**config.mk**
```make
export PLATFORM = sky130hd
export DESIGN_NAME = lmts_scroll_ctrl_flat
export DESIGN_NICKNAME = d
export VERILOG_FILES = /design/src/hw/rtl/lmts_pkg.sv /design/src/hw/rtl/lmts_in_if.sv /design/src/hw/rtl/lmts_cfg_if.sv /design/src/hw/rtl/lmts_scroll_ctrl.sv /design/src/flat_wrapper.sv
export SDC_FILE = /design/constraint.sdc
export NUM_CORES = 1
export LEC_CHECK = 0
export BUFFER_PORTS_ARGS = -buffer_cell sky130_fd_sc_hd__buf_2
export CORE_AREA = 4 4 76 106
export DETAILED_ROUTE_END_ITERATION = 6
export DIE_AREA = 0 0 80 110
export PLACE_DENSITY = 0.68
export SETUP_SLACK_MARGIN = 0.02
export SYNTH_ARGS = -nofsm -noshare
export SYNTH_HDL_FRONTEND = slang
export SYNTH_SLANG_ARGS = --single-unit
```
**constraint.sdc**
```tcl
create_clock -name clk -period 5.1 [get_ports clk]
set_input_delay 1.53 -clock clk [delete_from_list [all_inputs] [get_ports clk]]
set_output_delay 1.53 -clock clk [all_outputs]
set_load 0.02 [all_outputs]
```
**src/hw/rtl/lmts_pkg.sv**
```systemverilog
// Shared widths, command and register codes, and the job types of the text scroller.
package lmts_pkg;

    localparam int MAX_TEXT_DEF = 64;

    localparam int CMD_W      = 2;
    localparam int POS_W      = 6;
    localparam int CHAR_W     = 8;
    localparam int ROW_W      = 3;
    localparam int BYTE_W     = 8;
    localparam int GLYPH_AW   = CHAR_W + ROW_W;
    localparam int DIR_W      = 3;
    localparam int LEN_W      = 7;
    localparam int SHIFT_W    = 4;
    localparam int CFG_IDX_W  = 2;
    localparam int CFG_DATA_W = 7;

    localparam logic [CMD_W-1:0] CMD_TICK       = 2'd0;
    localparam logic [CMD_W-1:0] CMD_RESTART    = 2'd1;
    localparam logic [CMD_W-1:0] CMD_LOAD_TEXT  = 2'd2;
    localparam logic [CMD_W-1:0] CMD_LOAD_GLYPH = 2'd3;

    localparam logic [DIR_W-1:0] DIR_UP    = 3'd1;
    localparam logic [DIR_W-1:0] DIR_DOWN  = 3'd2;
    localparam logic [DIR_W-1:0] DIR_LEFT  = 3'd3;
    localparam logic [DIR_W-1:0] DIR_RIGHT = 3'd4;

    localparam logic [CFG_IDX_W-1:0] REG_DIRECTION    = 2'd0;
    localparam logic [CFG_IDX_W-1:0] REG_CYCLE_ROTATE = 2'd1;
    localparam logic [CFG_IDX_W-1:0] REG_TEXT_LENGTH  = 2'd2;

    localparam logic [ROW_W-1:0] LAST_ROW = 3'd7;

    typedef enum logic [1:0] {
        MODE_UP,
        MODE_DOWN,
        MODE_LEFT,
        MODE_RIGHT
    } mode_t;

    typedef struct packed {
        mode_t              mode;
        logic [SHIFT_W-1:0] shift;
        logic               finished;
    } job_t;

    typedef struct packed {
        logic load;
        job_t job;
    } job_req_t;

    typedef struct packed {
        logic free;
        logic job_active;
    } pipe_stat_t;

endpackage

```
**src/hw/rtl/lmts_in_if.sv**
```systemverilog
// Request channel that carries commands and load data into the scroller.
interface lmts_in_if import lmts_pkg::*; ();
    logic              valid;
    logic              ready;
    logic [CMD_W-1:0]  cmd;
    logic [POS_W-1:0]  position;
    logic [CHAR_W-1:0] char_code;
    logic [ROW_W-1:0]  glyph_row;
    logic [BYTE_W-1:0] data_byte;

    modport source (output valid, cmd, position, char_code, glyph_row, data_byte,
                    input ready);
    modport sink (input valid, cmd, position, char_code, glyph_row, data_byte,
                  output ready);
endinterface

```
**src/hw/rtl/lmts_cfg_if.sv**
```systemverilog
// Register write channel of the scroller.
interface lmts_cfg_if import lmts_pkg::*; ();
    logic                  valid;
    logic                  ready;
    logic [CFG_IDX_W-1:0]  index;
    logic [CFG_DATA_W-1:0] data;

    modport source (output valid, index, data, input ready);
    modport sink (input valid, index, data, output ready);
endinterface

```
**src/hw/rtl/lmts_scroll_ctrl.sv**
```systemverilog
// Command decode, configuration registers and scroll position stepping.
module lmts_scroll_ctrl import lmts_pkg::*; #(
    parameter int MAX_TEXT = MAX_TEXT_DEF,
    localparam int TW = (MAX_TEXT > 1) ? $clog2(MAX_TEXT) : 1,
    localparam int CW = $clog2(8 * MAX_TEXT) + 1
) (
    input  logic                clk,
    input  logic                rst_n,
    lmts_in_if.sink             item,
    lmts_cfg_if.sink            cfg,
    input  pipe_stat_t          stat,
    output job_req_t            job_req,
    output logic                text_we,
    output logic [TW-1:0]       text_waddr,
    output logic [CHAR_W-1:0]   text_wdata,
    output logic                text_re,
    output logic [TW-1:0]       text_raddr_a,
    output logic [TW-1:0]       text_raddr_b,
    output logic                glyph_we,
    output logic [GLYPH_AW-1:0] glyph_waddr,
    output logic [BYTE_W-1:0]   glyph_wdata
);

    localparam int CCW = CW - 3;
    localparam int XW  = (CW > LEN_W) ? CW : LEN_W;

    logic [DIR_W-1:0] dir_reg;
    logic             cyc_reg;
    logic [LEN_W-1:0] len_reg;
    logic [CW-1:0]    count_reg;
    logic [CW-1:0]    count_next;
    logic             fin_reg;
    logic             fin_next;

    logic [XW-1:0]      len_x;
    logic [CW-1:0]      len_eff;
    logic [CW-1:0]      len8;
    logic [CW-1:0]      start_fall;
    logic [CW-1:0]      end_rise;
    logic [CW-1:0]      cnt_inc;
    logic [CCW-1:0]     cc;
    logic [CCW-1:0]     cc_inc;
    logic [CCW-1:0]     cn;
    logic [CCW-1:0]     len_cc;
    logic               rising;
    logic               falling;
    logic               wrap;
    logic               accept;
    logic               tick_go;
    logic [SHIFT_W-1:0] shift;
    mode_t              mode;

    assign cfg.ready  = 1'b1;
    assign item.ready = stat.free;
    assign accept     = item.valid && item.ready;

    always_comb
    begin
        len_x = XW'(len_reg);
        if (len_x == '0)
        begin
            len_x = XW'(1);
        end
        else if (len_x > XW'(MAX_TEXT))
        begin
            len_x = XW'(MAX_TEXT);
        end
        len_eff    = CW'(len_x);
        len8       = {len_eff[CW-4:0], 3'b000};
        start_fall = len8 - CW'(1);
        end_rise   = cyc_reg ? len8 : (len8 - CW'(8));
        len_cc     = len_eff[CCW-1:0];

        rising  = (dir_reg == DIR_UP) || (dir_reg == DIR_LEFT);
        falling = (dir_reg == DIR_DOWN) || (dir_reg == DIR_RIGHT);

        cc     = count_reg[CW-1:3];
        cc_inc = cc + CCW'(1);
        if (rising)
        begin
            cn = (cc_inc >= len_cc) ? '0 : cc_inc;
        end
        else
        begin
            cn = (cc == '0) ? (len_cc - CCW'(1)) : (cc - CCW'(1));
        end

        if (rising)
        begin
            shift = {1'b0, count_reg[2:0]};
        end
        else
        begin
            shift = SHIFT_W'(8) - {1'b0, count_reg[2:0]};
        end

        unique case (dir_reg)
            DIR_UP:   mode = MODE_UP;
            DIR_DOWN: mode = MODE_DOWN;
            DIR_LEFT: mode = MODE_LEFT;
            default:  mode = MODE_RIGHT;
        endcase

        cnt_inc = count_reg + CW'(1);
        if (rising)
        begin
            wrap = (cnt_inc >= end_rise);
        end
        else
        begin
            wrap = cyc_reg ? (count_reg == '0) : (count_reg <= CW'(8));
        end

        tick_go    = 1'b0;
        text_we    = 1'b0;
        glyph_we   = 1'b0;
        count_next = count_reg;
        fin_next   = fin_reg;

        if (accept)
        begin
            unique case (item.cmd)
                CMD_TICK:
                begin
                    if (rising || falling)
                    begin
                        tick_go = 1'b1;
                        if (wrap)
                        begin
                            count_next = rising ? '0 : start_fall;
                            fin_next   = 1'b1;
                        end
                        else
                        begin
                            count_next = rising ? cnt_inc : (count_reg - CW'(1));
                        end
                    end
                end
                CMD_RESTART:
                begin
                    count_next = falling ? start_fall : '0;
                    fin_next   = 1'b0;
                end
                CMD_LOAD_TEXT:
                begin
                    text_we = (32'(item.position) < 32'(MAX_TEXT));
                end
                CMD_LOAD_GLYPH:
                begin
                    glyph_we = 1'b1;
                end
                default:
                begin
                end
            endcase
        end
    end

    assign text_waddr   = TW'(item.position);
    assign text_wdata   = item.char_code;
    assign text_re      = tick_go;
    assign text_raddr_a = cc[TW-1:0];
    assign text_raddr_b = cn[TW-1:0];
    assign glyph_waddr  = {item.char_code, item.glyph_row};
    assign glyph_wdata  = item.data_byte;

    assign job_req.load         = tick_go;
    assign job_req.job.mode     = mode;
    assign job_req.job.shift    = shift;
    assign job_req.job.finished = fin_next;

    always_ff @(posedge clk or negedge rst_n)
    begin
        if (!rst_n)
        begin
            dir_reg   <= '0;
            cyc_reg   <= 1'b0;
            len_reg   <= LEN_W'(1);
            count_reg <= '0;
            fin_reg   <= 1'b0;
        end
        else
        begin
            count_reg <= count_next;
            fin_reg   <= fin_next;
            if (cfg.valid && cfg.ready)
            begin
                unique case (cfg.index)
                    REG_DIRECTION:    dir_reg <= cfg.data[DIR_W-1:0];
                    REG_CYCLE_ROTATE: cyc_reg <= cfg.data[0];
                    REG_TEXT_LENGTH:  len_reg <= cfg.data[LEN_W-1:0];
                    default:
                    begin
                    end
                endcase
            end
        end
    end

endmodule

```
**src/flat_wrapper.sv**
```systemverilog
// flat-port wrapper written by rule: the top's interface ports become plain ports
module lmts_scroll_ctrl_flat import lmts_pkg::*;
#(
    parameter int MAX_TEXT = MAX_TEXT_DEF,
    localparam int TW = (MAX_TEXT > 1) ? $clog2(MAX_TEXT) : 1,
    localparam int CW = $clog2(8 * MAX_TEXT) + 1
)
  (clk, rst_n, stat, job_req, text_we, text_waddr, text_wdata, text_re, text_raddr_a, text_raddr_b, glyph_we, glyph_waddr, glyph_wdata, item_valid, item_cmd, item_position, item_char_code, item_glyph_row, item_data_byte, item_ready, cfg_valid, cfg_index, cfg_data, cfg_ready);
  lmts_in_if item_i ();
  lmts_cfg_if cfg_i ();
  input  logic clk;
  input  logic rst_n;
  input  pipe_stat_t stat;
  output job_req_t job_req;
  output logic text_we;
  output logic [TW-1:0] text_waddr;
  output logic [CHAR_W-1:0] text_wdata;
  output logic text_re;
  output logic [TW-1:0] text_raddr_a;
  output logic [TW-1:0] text_raddr_b;
  output logic glyph_we;
  output logic [GLYPH_AW-1:0] glyph_waddr;
  output logic [BYTE_W-1:0] glyph_wdata;
  input wire logic [$bits(item_i.valid)-1:0] item_valid;
  input wire logic [$bits(item_i.cmd)-1:0] item_cmd;
  input wire logic [$bits(item_i.position)-1:0] item_position;
  input wire logic [$bits(item_i.char_code)-1:0] item_char_code;
  input wire logic [$bits(item_i.glyph_row)-1:0] item_glyph_row;
  input wire logic [$bits(item_i.data_byte)-1:0] item_data_byte;
  output wire logic [$bits(item_i.ready)-1:0] item_ready;
  input wire logic [$bits(cfg_i.valid)-1:0] cfg_valid;
  input wire logic [$bits(cfg_i.index)-1:0] cfg_index;
  input wire logic [$bits(cfg_i.data)-1:0] cfg_data;
  output wire logic [$bits(cfg_i.ready)-1:0] cfg_ready;
  assign item_i.valid = item_valid;
  assign item_i.cmd = item_cmd;
  assign item_i.position = item_position;
  assign item_i.char_code = item_char_code;
  assign item_i.glyph_row = item_glyph_row;
  assign item_i.data_byte = item_data_byte;
  assign item_ready = item_i.ready;
  assign cfg_i.valid = cfg_valid;
  assign cfg_i.index = cfg_index;
  assign cfg_i.data = cfg_data;
  assign cfg_ready = cfg_i.ready;
  lmts_scroll_ctrl #(.MAX_TEXT(MAX_TEXT)) u_core (.clk(clk), .rst_n(rst_n), .item(item_i), .cfg(cfg_i), .stat(stat), .job_req(job_req), .text_we(text_we), .text_waddr(text_waddr), .text_wdata(text_wdata), .text_re(text_re), .text_raddr_a(text_raddr_a), .text_raddr_b(text_raddr_b), .glyph_we(glyph_we), .glyph_waddr(glyph_waddr), .glyph_wdata(glyph_wdata));
endmodule
```
### Yosys cells after proc, flatten, opt, wreduce, memory -nomap -nowiden

Cells that the tools add are included.

| word-level totals | value |
|---|---|
| bits in registers | 22 |
| bits of input ports | 42 |
| output and inout bits | 58 |
| logic and storage cells | 68 |

| operators by class | value |
|---|---|
| add/subtract/negate cells | 8 |
| order comparisons | 4 |
| equal/unequal tests | 10 |
| mux-type cells | 27 |
| reductions and logical operators | 14 |

Operators by type and width:

| cell | number |
|---|---|
| $mux 10 | 6 |
| $pmux 10 s2 | 1 |
| $sub 10x1->10 const B | 2 |
| $mux 6 | 3 |
| $logic_not 7->1 | 2 |
| $mux 7 | 2 |
| $mux 1 | 12 |
| $sub 6x1->6 const B | 2 |
| $add 10x1->10 const B | 1 |
| $ge 10x10->1 | 1 |
| $le 10x4->1 const B | 1 |
| $logic_not 10->1 | 1 |
| $sub 10x4->10 const B | 1 |
| $add 7x1->7 const B | 1 |
| $ge 7x7->1 | 1 |
| $gt 7x7->1 const B | 1 |
| $eq 2x2->1 const B | 3 |
| $eq 3x2->1 const B | 2 |
| $pmux 2 s3 | 1 |
| $reduce_and 2->1 | 3 |
| $eq 2x1->1 const B | 2 |
| $logic_not 2->1 | 2 |
| $mux 4 | 1 |
| $sub 4x3->4 const A | 1 |
| 8 further kinds | 10 |

### Depth between registers and ports, before layout

Gate-level depths: netlist (run 1).

| depth | value |
|---|---|
| word-level depth | 11 |
| depth in mapped cells | 19 |
| mapped depth without buffers | 17 |

### Worst setup path after synthesis (run 1)

No wires, ideal clock.

| timing path | value |
|---|---|
| path kind | reg-to-output |
| start point | reg u_core.len_reg[3] |
| end point | out job_req[0] (netlist name) |
| data arrival time | 3.615 ns |
| required time | 3.570 ns |
| path slack | -0.045 ns |
| stages on the path, launching flop included | 19 |
| path buffers | 2 |
| cell sequence | dfrtp_1 > clkbuf_1 > or4_1 > nor2_1 > nor2_1 > nor2_1 > inv_1 > ha_1 > nor3b_1 > o21ai_0 > o21ai_0 > ha_1 > and3_1 > a22o_1 > o21ai_0 > nand3_1 > a21oi_1 > a31oi_1 > buf_4 |

| on the way | value |
|---|---|
| longest elaborated chain between the ends | 11 |
| elaborated cells on any way between the ends | 12 |

RTL lines:

| what | RTL line | RTL |
|---|---|---|
| from (decl) | lmts_scroll_ctrl.sv:29 | `logic [LEN_W-1:0] len_reg;` |
| from (signal assigned) | lmts_scroll_ctrl.sv:191 | `REG_TEXT_LENGTH: len_reg <= cfg.data[LEN_W-1:0];` |
| $gt 7x7->1 | lmts_scroll_ctrl.sv:64 | `else if (len_x > XW'(MAX_TEXT))` |
| $mux 7 | lmts_scroll_ctrl.sv:64 |  |
| $mux 7 (*) | lmts_scroll_ctrl.sv:60 | `if (len_x == '0)` |
| $sub 10x4->10 | lmts_scroll_ctrl.sv:71 | `end_rise = cyc_reg ? len8 : (len8 - CW'(8));` |
| $mux 10 (*) | lmts_scroll_ctrl.sv:71 |  |
| $ge 10x10->1 (*) | lmts_scroll_ctrl.sv:107 | `wrap = (cnt_inc >= end_rise);` |
| $mux 1 (*) | lmts_scroll_ctrl.sv:105 | `if (rising)` |
| $mux 1 (*) | lmts_scroll_ctrl.sv:128 | `if (wrap)` |
| $mux 1 (*) | lmts_scroll_ctrl.sv:125 | `if (rising \|\| falling)` |
| $pmux 1 s2 (*) | lmts_scroll_ctrl.sv:122 | `unique case (item.cmd)` |
| $mux 1 (*) | lmts_scroll_ctrl.sv:120 | `if (accept)` |
| to (decl) | flat_wrapper.sv:14 | `output job_req_t job_req;` |

Every way passes the cells marked *; elsewhere a longest branch is shown, timed or not.

==> results of run 1 <==
-- cells by family (layout without fill, tap and decap cells) --
group | count (synthesis) | after routing | share of synthesized area, %
and+or+nand+nor | 129 | 129 | 24.1
buffers and inverters | 75 | 89 | 16.4
AOI/OAI and AO/OA | 74 | 74 | 17.6
adders and majority gates | 22 | 22 | 9.78
DFF | 22 | 22 | 19.8
xor gates and xnor gates | 19 | 19 | 5.97
muxes | 16 | 16 | 6.28
other | 1 | 1 | 0.135
-- routing by layer --
layer / track usage, % / vias up
met3: 1.46 / 28
met5: 0 / -
met4: 9.42 / 0
li1: - / 1253
met1: 20.8 / 1293
met2: 33.1 / 101
-- synth_stat cells, types with 2 or more instances --
library cell	n	area, um^2
a31oi_1	6	37.5
a221o_1	5	50.1
nor3b_1	7	52.6
nand4_1	4	25.0
nor3_1	13	65.1
xor2_1	11	96.3
nor4_1	4	25.0
nor2b_1	6	37.5
nand3_1	8	40.0
buf_2	2	10.0
a21oi_1	15	75.1
a211oi_1	2	15.0
clkbuf_1	15	56.3
xnor2_1	8	70.1
nand2_1	24	90.1
inv_1	11	41.3
o31ai_1	5	37.5
a31o_1	2	17.5
nor2_1	34	128
mux2_2	12	135
nand3b_1	4	30.0
dfrtp_1	21	526
a21o_1	4	30.0
nand2b_1	10	62.6
a211o_1	3	26.3
ha_1	21	263
a2bb2oi_1	2	17.5
and3_1	2	12.5
or3_1	3	18.8
buf_4	44	330
mux2i_1	4	40.0
o21ai_0	19	95.1
or4_1	3	22.5
o2111ai_1	2	17.5
-- worst max-delay path: cells and delay by family, from the launching register on --
family | cells | cell delay, ns
buffers and inverters | 2 | 0.23
AND/OR/NAND/NOR | 7 | 1.25
flip-flops | 1 | 0.39
adder cells (fa/ha/maj) | 2 | 0.46
AO/OA/AOI/OAI | 6 | 0.89
-- final cells by class --
class	instances	area (um^2)
multi-input cells	261	1880
well taps	95	119
inverters	12	45.0
repair buffers	73	457
clock buffers	3	41.3
clock inverters	1	30.0
fillers	705	3910
flip-flops and latches	22	552
-- report_power, final --
part	switching, W	internal (W)
registers	0.0000936	0.000226
clock network	0.0000676	0.000105
logic	0.000569	0.000446
-- path summary, 6_finish.rpt --
check                                  start                   to  slack (ns)  cells past startpoint
min in group asynchronous              rst_n    u_core.dir_reg[2]        1.22                      1
min reg2reg                   u_core.fin_reg       u_core.fin_reg        0.61                      2
max                        u_core.len_reg[4]           job_req[0]        0.06                     17
max reg2reg                u_core.len_reg[4]  u_core.count_reg[4]        0.18                     30
min                           u_core.fin_reg       u_core.fin_reg        0.61                      2
max in group asynchronous              rst_n    u_core.len_reg[0]        3.51                      1
-- what timing repair did --
item,in CTS,in global routing
gates resized for setup,12,14
endpoints found under the hold margin,0,0
setup endpoints to repair,1,13
pin swaps,16,17
setup buffers,13,4
-- cell usage in the layout (no fill, tap or decap), types with 4 or more instances in the layout --
cell	count
o31ai_1	5
xor2_1	11
a21oi_1	13
buf_2	38
nor3b_1	7
nand4_1	4
buf_4	34
nand2b_1	9
a21o_1	4
nor2_1	31
nor3_1	13
inv_1	10
nand3b_1	4
a31oi_1	6
ha_1	19
mux2_2	12
xnor2_1	8
nand3_1	7
dfrtp_1	21
o21ai_0	15
nor4_1	4
nor2b_1	6
a221o_1	5
nand2_1	23
-- through the flow --
| step | area, um^2 | total power [W] | hold slack [ns] | worst slack [ns] |
|---|---|---|---|---|
| 6_report | 3120 | 0.00151 | 0.613 | 0.0566 |
| 5_1_grt | 3120 | 0.00163 | 0.641 | -0.0829 |
| 3_5_place_dp | 2820 | 0.00123 | 0.560 | 0.0592 |
| 2_1_floorplan | 2790 | 0.00102 | 0.539 | 0.0412 |
| 4_1_cts | 3040 | 0.00146 | 0.583 | 0.0145 |
| 3_3_place_gp | 2820 | 0.00121 | 0.561 | 0.103 |
==> impl_metrics.py, run 1 <==
metrics = {
    "clocking": {
        "cts_hold_buf": 0,
        "cts_tree": "done",
        "clkSlewWorstSetupHoldPaths_ns": 0.09,
        "numClockSinks": 22,
        "htree_levels": 1,
        "cts.path.max_buffers": 2,
        "cts_buffers": 3,
        "clock_latency_ns": 0.28,
        "cts-root-buf": "clkbuf_8",
    },
    "global_routing": {
        "gr-usage-all-layers_pct": 18.1,
        "globalRouteOverflowTotal": 0,
        "antenna_found_initial": 0,
        "grt_pass1_wl_mm": 12.7,
        "grt_start_max_net_pins": 23,
        "first_global_vias": 2698,
    },
    "final_layout": {
        "final_util_pct": 44.4,
        "nNetsFinal": 436,
        "antenna_cells": 0,
        "final_cell_count_no_fill": 467,
        "largest_reg_flops": 10,
        "area_delta_synth_final_pct": 11.9,
        "drive_gt1_share_pct": 30.1,
    },
    "timing": {
        "period_needed_ns": 5.04,
        "tightest_slew_ns": 1.09,
        "max_freq_ghz": 0.198,
        "fin_tns_setup_ns": 0,
        "hold_viol_final": 0,
        "setup_viol": 0,
        "slew_viol_final": 0,
        "fin_crit_sh_pct": 98.9,
        "rsz0062_at_grt": "yes",
        "finClkSkew_ns": 0.00143,
        "relSlewSlack_pct": 26.9,
    },
    "route": {
        "drtAntennaViolNets": 0,
        "drcViolationCount": 0,
        "routed_wl_mm": 7.74,
        "vias_per_cell": 5.73,
        "vias": 2675,
        "route.met3.wl_um": 429,
        "top_layer_used": "met4",
        "met2_length_mm": 3.98,
        "wl_met1_mm": 2.97,
        "first_pass_iters": 4,
        "drt_iter0_drc": 120,
        "detail_route.wl_per_cell_um": 16.6,
    },
    "synth": {
        "synth_edf_count": 0,
        "seq_area_frac_synth_pct": 19.8,
        "yosysWarnings": 0,
        "syn_avg_cell_area_um2": 7.79,
        "yosys_most_used_dff": "dfrtp_1",
        "synthArstFlopShare_pct": 100,
        "synth_nets": 421,
        "yosysUniqueCellTypes": 56,
        "synthCells": 358,
        "synth-seq-cells": 22,
        "syn_area_mm2": 0.00279,
    },
    "setup_path": {
        "critPathKind": "flip-flop to output port",
        "path_cells": "or4_4, nor2_4, nor2_2, nor2_4, inv_2, ha_4, nor3b_1, o21ai_1, o21ai_1, ha_1, and3_4, a22o_1, o21ai_2, nand3_2, a21oi_2, a31oi_1, buf_4",
        "slowest_stage": "or4_4",
        "cp_max_fo": 4,
        "critPathLaunchType": "flip-flop",
        "endpoint_kind": "output port",
        "crit_path_max_incr_delay_ns": 0.56,
        "cp.required_ns": 3.57,
        "critPathArrivalTime_ns": 3.51,
    },
    "die": {
        "die_y_um": 110,
        "rows": 36,
        "core_mm2": 0.00703,
        "start_util_pct": 39.7,
        "ios": 100,
        "dieWidth_um": 80,
        "die_area_mm2": 0.00880,
    },
    "job": {
        "cap_violations": 0,
    },
    "power_and_ir_drop": {
        "irDropWorstVdd_mv": 0.187,
        "p_leak_nw": 1.38,
        "powerDensity_mw_per_mm2": 483,
    },
    "placed_design": {
        "portBuffers": 39,
        "dp_hpwl_mm": 5.59,
        "gp_congestion": 0.893,
        "dpl.cell_count": 446,
    },
    "outcome": {
        "status": "finished clean",
    },
    "worst_hold_path": {
        "hold_path_class": "flip-flop to flip-flop",
    },
}
No activity file was read; power rests on OpenSTA's default activity.
==> run 2: changes to the inputs <==
BUFFER_PORTS_ARGS = -buffer_cell sky130_fd_sc_hd__buf_4   (was -buffer_cell sky130_fd_sc_hd__buf_2)
CORE_AREA = 4 4 105 77   (was 4 4 76 106)
DIE_AREA = 0 0 109 81   (was 0 0 80 110)
==> run 2 against run 1 <==
Effect of this change: the run now ends with setup timing left; combinational power barely moved; sequential power fell by 2%; register-to-register slack improved by 1.1 ns; global-route usage fell by 1.8 points; maximum frequency fell by 1.2%; first-iteration DRC count rose by 68%; critical path type unchanged.
==> impl_metrics.py, run 2 (synthesis gave the netlist of run 1 again) <==
metrics = {
    "outcome": {
        "status": "finished with violations",
        "violations": "setup timing",
    },
    "placed_design": {
        "portBuffers": 39,
        "dp_hpwl_mm": 5.53,
        "gp_congestion": 0.982,
    },
    "timing": {
        "relSlewSlack_pct": 35.2,
        "slew_viol_final": 0,
        "period_needed_ns": 5.10,
        "tightest_slew_ns": 0.967,
        "setup_viol": 1,
        "rsz0062_at_grt": "yes",
        "max_freq_ghz": 0.196,
        "finClkSkew_ns": 0.00366,
        "fin_tns_setup_ns": -0.00241,
        "fin_crit_sh_pct": 100,
        "setup_slack_ns": -0.00241,
        "hold_viol_final": 0,
        "hold_ws_ns": 0.589,
    },
    "setup_path": {
        "slowest_stage": "or4_4",
        "crit_path_max_incr_delay_ns": 0.55,
        "timing.rr.start": "u_core.len_reg[3]",
        "crit_top_cell": "nor2_4",
        "path_cells": "or4_4, nor2_4, nor2_4, nor2_4, inv_2, ha_4, nor3b_2, o21ai_1, o21ai_1, ha_1, and3_4, a22o_1, o21ai_2, nand3_1, a21oi_1, a31oi_1, buf_4",
        "endpoint_kind": "output port",
        "cp_max_fo": 6,
        "rrSetupSlack_ns": 1.28,
        "cp.required_ns": 3.57,
        "reg2reg_depth": 17,
        "r2r-end": "u_core.count_reg[4]",
        "worst-path-buf-inv": 2,
        "critPathKind": "flip-flop to output port",
        "path_delay_family": "simple AND/OR/NAND/NOR gates",
        "critPathLaunchType": "flip-flop",
        "worst-path-stages": 17,
        "critPathArrivalTime_ns": 3.57,
    },
    "clocking": {
        "htree_levels": 1,
        "cts.path.max_buffers": 2,
        "cts_tree": "done",
        "clkSlewWorstSetupHoldPaths_ns": 0.09,
        "clock_latency_ns": 0.27,
        "cts_buffers": 3,
        "cts-root-buf": "clkbuf_8",
        "numClockSinks": 22,
    },
    "global_routing": {
        "first_global_vias": 2294,
        "gr-usage-met2_pct": 25.0,
        "grt_start_max_net_pins": 23,
        "grtUsageMet3_pct": 3.18,
        "met1_usage_pct": 24.6,
        "busiest_layer": "met2",
        "antenna_found_initial": 0,
        "grt_pass1_wl_mm": 11.6,
        "gr-usage-all-layers_pct": 16.3,
        "globalRouteOverflowTotal": 0,
    },
    "power_and_ir_drop": {
        "powerDensity_mw_per_mm2": 487,
        "p_leak_nw": 1.34,
        "irDropWorstVdd_mv": 0.154,
        "total_power_w": 0.00151,
    },
    "route": {
        "detail_route.wl_per_cell_um": 15.7,
        "vias_per_cell": 5.59,
        "drtAntennaViolNets": 0,
        "vias": 2547,
        "first_pass_iters": 5,
        "routed_wl_mm": 7.17,
        "drcViolationCount": 0,
        "drt_iter0_drc": 201,
    },
    "worst_hold_path": {
        "hold_path_class": "flip-flop to flip-flop",
        "min_from": "u_core.fin_reg",
        "hold_path_depth": 2,
        "hold_end": "u_core.fin_reg",
    },
    "final_layout": {
        "largest_reg_flops": 10,
        "antenna_cells": 0,
        "layout_common_cells": "buf_4 (59), nor2_1 (31), nand2_1 (24)",
        "area_delta_synth_final_pct": 10.9,
        "nNetsFinal": 422,
        "drive_gt1_share_pct": 26.0,
        "final_common_cell": "buf_4",
    },
    "die": {
        "die_y_um": 81,
        "ios": 100,
        "start_util_pct": 39.1,
        "rows": 26,
        "core_mm2": 0.00712,
        "dieWidth_um": 109,
        "die_area_mm2": 0.00883,
    },
    "job": {
        "cap_violations": 0,
    },
}
## run 2: cell types whose count changed in the layout (fill, tap and decap cells not counted), sizes merged
cell / previous run / this run
buf: 73 / 59
## run 2: worst max-delay path by stage
stage | startpoint | to | slack, ns
finish | u_core.len_reg[3] | job_req[0] | -0.002
global route | u_core.len_reg[3] | job_req[0] | -0.16
CTS | u_core.len_reg[4] | job_req[0] | 0.02
detailed placement | u_core.len_reg[4] | job_req[0] | 0.08
global placement | u_core.len_reg[4] | job_req[0] | 0.14
floorplan | u_core.len_reg[3] | job_req[0] | 0.04
## run 2: where the power goes
part,total (W),switching (W),internal (W)
logic,0.00103,0.000567,0.000460
registers,0.000313,0.0000874,0.000226
clock network,0.000166,0.0000609,0.000105
total,0.00151,0.000715,0.000791
## run 2: stage by stage
step / instance area [um^2] / std cells / setup slack [ns] / utilization [%]
6_report: 3090 / 456 / -0.00241 / 43.4
5_1_grt: 3090 / 456 / -0.158 / 43.4
4_1_cts: 3000 / 451 / 0.0221 / 42.1
3_5_place_dp: 2910 / 447 / 0.0824 / 40.8
3_3_place_gp: 2910 / 447 / 0.139 / 40.8
2_1_floorplan: 2790 / 358 / 0.0412 / -
## run 2: what timing repair did
| item | CTS | global route |
|---|---|---|
| gates cloned | 0 | 0 |
| gates resized for setup | 6 | 14 |
| pin swaps | 1 | 11 |
| hold buffers | 0 | 0 |
| endpoints found under the hold margin | 0 | 0 |
| buffers inserted | 0 | 5 |
| endpoints found under the setup margin | 1 | 3 |
## run 2: routing by layer
metal	vias up	part of all wire (%)
met3	4	9.8
li1	1233	-
met5	-	0
met4	0	0.17
met1	1202	47
met2	108	43
## run 2: worst register-to-register path: stages (launching register included)
cell	delay, ns
dfrtp_1	0.38
or4_4	0.55
nor2_4	0.14
nor2_4	0.04
nor2_4	0.14
inv_2	0.06
ha_4	0.18
nor3b_2	0.16
o21ai_1	0.21
o21ai_1	0.13
ha_1	0.33
and3_4	0.16
a22o_1	0.21
o21ai_2	0.16
buf_4	0.14
nand4_1	0.27
nor2_1	0.31
a221o_1	0.21
## run 2: cell type report
type	count	area, um^2
sequential	22	552
timing repair buffer	59	443
clock inverter	1	30.0
fill	714	4030
tap	98	123
multi-input combinational	261	1860
inverter	12	45.0
clock buffer	3	41.3
